## src/sv/gspl_pkg.sv

```systemverilog
// types, constants and tables for the gas sensor ppm linearizer
// used by gspl_log2, gas_sensor_ppm_linearizer and gspl_checker
package gspl_pkg;

   localparam int SAMPLES_PER_READING_DEF = 10;

   localparam logic [23:0] PPM_MAX          = 24'hFFFFFF;
   localparam logic [15:0] CAL_WINDOW_RST   = 16'd3000;
   localparam logic [15:0] LOAD_RES_RST     = 16'd1306;
   localparam logic [23:0] REF_RES_RST      = 24'd13148;
   localparam logic [13:0] INV_CAL_RATIO    = 14'd13667;
   localparam int          LOG2_SCALE_Q16   = 695954;
   localparam int          EXPONENT_Q16     = 95551;

   // resistance numerator / quotient width
   localparam int NUM_W = 52;
   localparam int ACC_W = 66;
   localparam int LOG_W = 22;

   typedef enum logic [0:0] {
      CSR_CAL_WINDOW = 1'b0,
      CSR_LOAD_RES   = 1'b1
   } csr_index_type;

   typedef enum logic [3:0] {
      ST_IDLE, ST_AVG, ST_CV, ST_MUL, ST_DIV, ST_CAL, ST_CALSAT,
      ST_CHECK, ST_LOGA, ST_LOGB, ST_ROUND, ST_EXP, ST_FINAL, ST_DONE
   } gspl_state_type;

   typedef enum logic [1:0] {
      LOG_IDLE, LOG_NORM, LOG_SQ
   } log_state_type;

   typedef struct packed {
      logic start;
   } log_ctl_type;

   typedef struct packed {
      logic             done;
      logic [LOG_W-1:0] result;
   } log_stat_type;

   // 2^(2^-(k+1)) in Q30
   function automatic logic [30:0] exp2_step(input logic [3:0] k);
      logic [30:0] v;
      case (k)
         4'd0:    v = 31'd1518500250;
         4'd1:    v = 31'd1276901417;
         4'd2:    v = 31'd1170923762;
         4'd3:    v = 31'd1121280436;
         4'd4:    v = 31'd1097253712;
         4'd5:    v = 31'd1085434106;
         4'd6:    v = 31'd1079572146;
         4'd7:    v = 31'd1076653033;
         4'd8:    v = 31'd1075196443;
         4'd9:    v = 31'd1074468889;
         4'd10:   v = 31'd1074105300;
         4'd11:   v = 31'd1073923544;
         4'd12:   v = 31'd1073832681;
         4'd13:   v = 31'd1073787251;
         4'd14:   v = 31'd1073764537;
         default: v = 31'd1073753181;
      endcase
      return v;
   endfunction

endpackage

```

## src/sv/gspl_log2.sv

```systemverilog
// log2 unit in Q16: bit-serial normalize, then sixteen squaring steps
// depends on gspl_pkg
module gspl_log2 import gspl_pkg::*; (
   input  logic             clock,
   input  logic             reset,
   input  log_ctl_type      ctl,
   input  logic [NUM_W-1:0] operand,
   output log_stat_type     stat
);

   log_state_type    state_ff, state_in;
   logic [NUM_W-1:0] xn_ff, xn_in;
   logic [5:0]       p_ff, p_in;
   logic [30:0]      m_ff, m_in;
   logic [15:0]      frac_ff, frac_in;
   logic [3:0]       step_ff, step_in;
   logic             done_ff, done_in;

   logic        norm_more;
   logic [61:0] sq;
   logic [31:0] sq_sh;
   logic        load_op, do_shift, do_square, last_sq;

   assign norm_more = !xn_ff[NUM_W-1] && (p_ff != 6'd0);
   assign sq        = 62'(m_ff) * 62'(m_ff);
   assign sq_sh     = sq[61:30];
   assign last_sq   = (step_ff == 4'd15);

   // next state
   always_comb begin
      state_in = state_ff;
      case (state_ff)
         LOG_IDLE: if (ctl.start) state_in = LOG_NORM;
         LOG_NORM: if (!norm_more) state_in = LOG_SQ;
         LOG_SQ:   if (last_sq) state_in = LOG_IDLE;
         default:  state_in = LOG_IDLE;
      endcase
   end

   // step controls
   always_comb begin
      load_op   = 1'b0;
      do_shift  = 1'b0;
      do_square = 1'b0;
      case (state_ff)
         LOG_IDLE: load_op   = ctl.start;
         LOG_NORM: do_shift  = norm_more;
         LOG_SQ:   do_square = 1'b1;
         default:  load_op   = 1'b0;
      endcase
   end

   // datapath
   always_comb begin
      xn_in   = xn_ff;
      p_in    = p_ff;
      m_in    = m_ff;
      frac_in = frac_ff;
      step_in = step_ff;
      done_in = (state_ff == LOG_SQ) && last_sq;
      if (load_op) begin
         xn_in = operand;
         p_in  = 6'(NUM_W - 1);
      end
      if (state_ff == LOG_NORM) begin
         if (do_shift) begin
            xn_in = {xn_ff[NUM_W-2:0], 1'b0};
            p_in  = p_ff - 6'd1;
         end else begin
            m_in    = xn_ff[NUM_W-1:NUM_W-31];
            frac_in = 16'd0;
            step_in = 4'd0;
         end
      end
      if (do_square) begin
         if (sq_sh[31]) begin
            m_in    = sq_sh[31:1];
            frac_in = frac_ff | (16'd1 << (4'd15 - step_ff));
         end else begin
            m_in = sq_sh[30:0];
         end
         step_in = step_ff + 4'd1;
      end
   end

   always_ff @(posedge clock) begin
      if (reset) begin
         state_ff <= LOG_IDLE;
         done_ff  <= 1'b0;
      end else begin
         state_ff <= state_in;
         done_ff  <= done_in;
      end
      xn_ff   <= xn_in;
      p_ff    <= p_in;
      m_ff    <= m_in;
      frac_ff <= frac_in;
      step_ff <= step_in;
   end

   assign stat.done   = done_ff;
   assign stat.result = {p_ff, frac_ff};

endmodule

```

## config.mk

```make
export PLATFORM = sky130hd
export DESIGN_NAME = gspl_log2
export DESIGN_NICKNAME = d
export VERILOG_FILES = /design/src/sv/gspl_pkg.sv /design/src/sv/gspl_log2.sv
export SDC_FILE = /design/constraint.sdc
export NUM_CORES = 2
export LEC_CHECK = 0
export BUFFER_PORTS_ARGS = -buffer_cell sky130_fd_sc_hd__clkbuf_2
export CAP_MARGIN = 20
export CORE_AREA = 5 5 238 240
export CTS_CLUSTER_DIAMETER = 40
export DETAILED_ROUTE_END_ITERATION = 6
export DIE_AREA = 0 0 243 245
export PLACE_DENSITY = 0.73
export SLEW_MARGIN = 20
export SYNTH_ARGS = -nofsm -noshare
export SYNTH_HDL_FRONTEND = slang
export SYNTH_SLANG_ARGS = --single-unit
```

## constraint.sdc

```tcl
create_clock -name clock -period 18.72 [get_ports clock]
set_input_delay 1.872 -clock clock [delete_from_list [all_inputs] [get_ports clock]]
set_output_delay 1.872 -clock clock [all_outputs]
set_load 0.02 [all_outputs]
```

## Word-level counts from Yosys, hierarchy flattened

Cells that the tools add are included.

| word-level totals | value |
|---|---|
| register bits after elaboration | 112 |
| input bits | 55 |
| output and inout port bits | 23 |

| cells by class | value |
|---|---|
| add/sub/neg operators | 3 |
| multiply operators | 1 |
| equal/unequal tests | 7 |
| shift operators | 1 |
| multiplexer cells | 24 |
| bitwise gates (word level) | 1 |
| reductions and logical operators | 8 |

Operators with widths:

| kind | count |
|---|---|
| 52-bit 2-to-1 mux | 3 |
| 31-bit 2-to-1 mux | 4 |
| 16-bit 2-to-1 mux | 4 |
| 31-bit by 31-bit multiplier with 62-bit output | 1 |
| 6-bit 2-to-1 mux | 3 |
| 16-bit bitwise OR | 1 |
| 1-bit by 4-bit left shift with 16-bit output (first input constant) | 1 |
| 4-bit 2-to-1 mux | 3 |
| 2-bit 2-to-1 mux | 3 |
| 2-bit != test (second input constant) | 3 |
| 2-bit one-hot mux with 3 select lines | 1 |
| 6-bit nonzero test | 1 |
| 6-bit by 1-bit subtractor with 6-bit output (second input constant) | 1 |
| 4-bit by 1-bit adder with 4-bit output (second input constant) | 1 |
| 4-bit == test (second input constant) | 1 |
| 4-bit subtractor (first input constant) | 1 |
| 1-bit 2-to-1 mux | 3 |
| 3-bit AND reduction | 1 |
| 2-bit by 1-bit == test with 1-bit output (second input constant) | 1 |
| 2-bit == test (second input constant) | 1 |
| 1-bit logical AND | 2 |
| 2-bit zero test | 1 |
| 2-bit by 1-bit != test with 1-bit output (second input constant) | 1 |
| 2-bit AND reduction | 1 |
| other kinds (2) | 2 |

## Logic depth before layout (Yosys ltp)

| depth | value |
|---|---|
| depth in word-level cells | 7 |
| gate-level depth with buffers | 32 |
| depth with buffers taken out | 27 |

## Worst setup path after synthesis

No wires, ideal clock.

| timing | value |
|---|---|
| path kind | reg-to-reg |
| start | register m_ff[9] |
| end | register m_ff[21] (data pin) |
| setup time | 261 ps |
| arrival | 7,632 ps |
| required time | 18,459 ps |
| setup slack | 10,828 ps |
| stages on the path, launching flop included | 30 |
| path buffers | 5 |
| clock period less this slack | 7,892 ps |
| cell sequence | edfxtp_1 > clkbuf_1 > clkbuf_1 > nand2_1 > fa_1 > fa_1 > inv_1 > fa_1 > inv_1 > fa_1 > inv_1 > fa_1 > fa_1 > fa_1 > inv_1 > fa_1 > inv_1 > ha_1 > clkbuf_1 > and2_1 > a221oi_1 > o21a_1 > o31ai_1 > a31oi_4 > o21bai_2 > a311o_1 > buf_6 > and2_1 > buf_2 > a221o_1 |

| on the way | value |
|---|---|
| cells in the longest elaborated chain, start to end | 3 |

RTL lines:

| what | RTL line | source |
|---|---|---|
| start, declared | gspl_log2.sv:14 | `logic [30:0] m_ff, m_in;` |
| start signal, assigned | gspl_log2.sv:96 | `m_ff <= m_in;` |
| 31-bit by 31-bit multiplier with 62-bit output | gspl_log2.sv:25 | `assign sq = 62'(m_ff) * 62'(m_ff);` |
| 31-bit 2-to-1 mux | gspl_log2.sv:76 | `if (sq_sh[31]) begin` |
| 31-bit 2-to-1 mux | gspl_log2.sv:75 | `if (do_square) begin` |
| named net m_in[21] | gspl_log2.sv:14 |  |

The timed path passes the listed nets, and every way through them passes these cells.
A chain may end at the register's enable or synchronous reset.

## Final worst setup path

| timing | value |
|---|---|
| start | register m_ff[22] |
| end | register m_ff[21] (data pin) |

Same word-level chain as after synthesis.

==> metrics list <==
* Critical Path Most Common Cell: sky130_fd_sc_hd__fa_1
* Unique cell type count in the Yosys netlist: 69
- After synthesis, the largest family of logic cells by area is adder cells.
* Vias post-DR: 22.3k
- Summed over all instances, the cell type with the most area after synthesis is sky130_fd_sc_hd__fa_1.
- The first TritonRoute pass finished after 5 iterations.
* Die area: 0.0595 sq mm
* Fraction of the mapped netlist area in adder cells: 57.6%
* Worst setup skew after layout: 8.40 ps
- The wire-length estimate of the detail-placed layout is 61200 um.
- Area share of the largest cell type after synthesis: 46.7%
- Measured against its own limit, the worst slew margin works out to 39.4%.
* Number of nets in the final layout: 4499
- Mux contribution to synthesized area: 1.98%
- Clock tree synthesis found a total of 112 sinks.
* Maximum count of clock buffers along a single path: 2
* Number of buffers and inverters on the critical path: 6
- Syn Inst Count: 3436
* Slack of the worst reg-to-reg path: 9380 ps
- For hold timing, the worst endpoint is xn_ff[5].
- Row generation in the floorplan step produced 86 rows.
* Complex-gate fraction of the synthesized area: 6.67%
* Most used standard cells in the synthesized netlist: 941 x sky130_fd_sc_hd__inv_1, 747 x sky130_fd_sc_hd__fa_1, 387 x sky130_fd_sc_hd__nand2_1
- Final GP Congestion: 0.929
* Worst hold start: xn_ff[4]
- For this run, the slowest stage of the critical path takes 840 ps.
* Number of buffers added by the clock tree synthesis step: 9
- After synthesis, the share of flip-flops with an asynchronous set or reset is 0%.
- Core region area: 0.0544 sq mm
- Required time reported for the critical path endpoint: 18930 ps
- When the netlist entered floorplanning its net count stood at 4519.
- Setup repair after global routing left no endpoint under its margin.
* Worst EP arrival: 9550 ps
- Proportion of synthesized chip area in sequential cells: 8.09%
* Family with the most delay on the worst path: adder cells
* Total overflow reported by the global router: 0
- The run finished with clean final reports.
- Setup violations remaining at the end of the flow were counted as 0.
- Syn Area/Cell: 9.33 sq um
* Startpoint types: register
- Root Buffer: sky130_fd_sc_hd__clkbuf_16
* Leading post-synthesis cells by cell area: sky130_fd_sc_hd__fa_1 47%, sky130_fd_sc_hd__inv_1 11%, sky130_fd_sc_hd__ha_1 11%
* Cts hold-fix bufs: 0
- The count of endpoints failing hold in the final timing report came to 0.
- Drt drc: 0
* Resize count post-CTS: 0
* Pins over their slew limit: 0
- The synthesized netlist devotes 1.50% of its cell area to XOR and XNOR gates.
- Entering global routing, the biggest net connects 110 pins.
* Worst-path cell with the longest stage delay: sky130_fd_sc_hd__edfxtp_1
- After detailed routing, the average wire length per cell comes to 18.6 um.
* Combined area of all synthesized cells: 0.0320 sq mm
- Worst Reg-to-Reg Cells: 26
* Routed Wire Length: 76900 um
* Clock network latency to the later pin of the worst-skew pair: 340 ps
- Number of synthesized flops with an enable pin: 35
- The count of nets left with antenna violations once routing finished came out at 0.
- Via count of the first global-routing pass: 24.4k
- H-Tree Depth: 3
* Detail-routed via count per cell: 5.40
* Share of final-layout standard cells stronger than drive strength 1: 4.62%
- Ys flop type: sky130_fd_sc_hd__dfxtp_1
* Number of cells traversed by the worst hold path: 2
- Of all nets on the critical path, the largest fanout is 45.
* Setup Total Neg Slack: 0 ps
- By startpoint and endpoint, the worst setup path is classified as register to register.
* Worst Tran Pin Value: 900 ps
* Effective utilization at floorplan: 58.9%
- Period Utilization, post-route: 49.9%
- The die is 243 um wide.
- Antenna violations before repair: 2
- Global routing used 26.6% of the available tracks across all layers.
- For this design the top-level I/O count stands at 78.
* Die boundary height: 245 um
* Most frequent cell after synthesis: sky130_fd_sc_hd__inv_1
- Count of buffers added by post-CTS timing repair for setup: 0
* Type of the most critical hold path: register to register
- Maximum clock rate: 107 MHz
* Yosys warning count: 0
- Number of flip-flops and latches in the synthesized netlist: 112
* Number of DRC violations after detailed-routing iteration 0: 1460
* Clk pin slew, worst setup/hold paths: 70 ps
* Area fraction in and, or, nand and nor cells after synthesis: 11.3%
- Wire length of the first global-routing pass: 127000 um
- TritonCTS built the clock tree.
- Layout-stage area growth over the synthesis result: 4.05%
* Endpoint kind of the worst setup timing path: register
- The count of buffers added on input and output ports is 77.
- The worst register-to-register path begins at m_ff[22].
- Critical R2R Capture: m_ff[21]
* Number of max-cap violations: 0
* Min Clock Period, post-route: 9340 ps
per-layer routing:
layer / track usage, % / up-vias / routed length [um]
met4: 8.24 / 0 / 2990
met1: 34.0 / 11200 / 30100
met3: 3.33 / 189 / 4510
li1: - / 10200 / -
met5: 0 / - / 0
met2: 47.6 / 693 / 39300
tightest hold or removal path, cell delays in order (launching register included):
cell and delay [ps]:
sky130_fd_sc_hd__dfxtp_1 330, sky130_fd_sc_hd__nand2_1 50, sky130_fd_sc_hd__o21ai_0 50
sequential cells by signal (all words and copies together) (netlist names):
signal    flops
xn_ff        52
m_ff         31
frac_ff      16
p_ff          6
step_ff       4
state_ff      2
done_ff       1
cells in the final DEF, fill, tap and decap left out, drive strengths merged, types with 13 or more instances in the layout:
cell type  instances
inv              943
fa               747
nand2            387
ha               281
and2             197
o21ai             90
clkbuf            87
a21oi             83
nor2              82
dfxtp             77
mux2i             60
buf               36
edfxtp            35
a21o              29
xnor2             28
xor2              27
nand4             19
nand3             19
o221ai            17
a32o              16
nor3              13
final cells by class:
type                    count  area (sq um)
repair buffers            113           676
clock buffers              10           239
inverters                 941          3530
clock inverters             6          65.1
multi-input cells        2239         25400
flip-flops and latches    112          2590
diodes                      1          2.50
well taps                 704           881
fillers                  4685         21100
per-stage QoR:
| step | cell area [sq um] | utilization (%) | worst slack, ps | instances | hold WS [ps] |
|---|---|---|---|---|---|
| final | 33300 | 61.2 | 9380 | 4126 | 459 |
| after floorplan | 32000 | - | 10830 | 3436 | 424 |
| after global placement | 33000 | 60.6 | 9620 | 4108 | 433 |
| after global routing | 33300 | 61.2 | 9010 | 4125 | 479 |
| after detailed placement | 33000 | 60.7 | 9480 | 4109 | 441 |
| after CTS | 33300 | 61.2 | 9450 | 4125 | 458 |
how the worst max path moves through the flow:
stage,from,to,slack (ps),cells past startpoint
after floorplan,m_ff[9],m_ff[21],10830,29
after global placement,m_ff[22],m_ff[21],9620,26
after detailed placement,m_ff[22],m_ff[21],9480,26
after CTS,m_ff[22],m_ff[21],9450,26
after global routing,m_ff[22],m_ff[21],9010,26
final,m_ff[22],m_ff[21],9380,26
kinds of logic (layout without fill, tap and decap cells):
logic type | after synthesis | after routing
adders and majority gates | 1028 | 1028
DFF | 112 | 112
xor gates and xnor gates | 55 | 55
muxes | 63 | 63
AOI/OAI and AO/OA | 324 | 324
and+or+nand+nor | 769 | 769
buffers and inverters | 1085 | 1070
other | 0 | 1
Power is left out: the tool's default activity adds up to more than one toggle a clock period on the data nets, which glitch-free logic cannot reach.
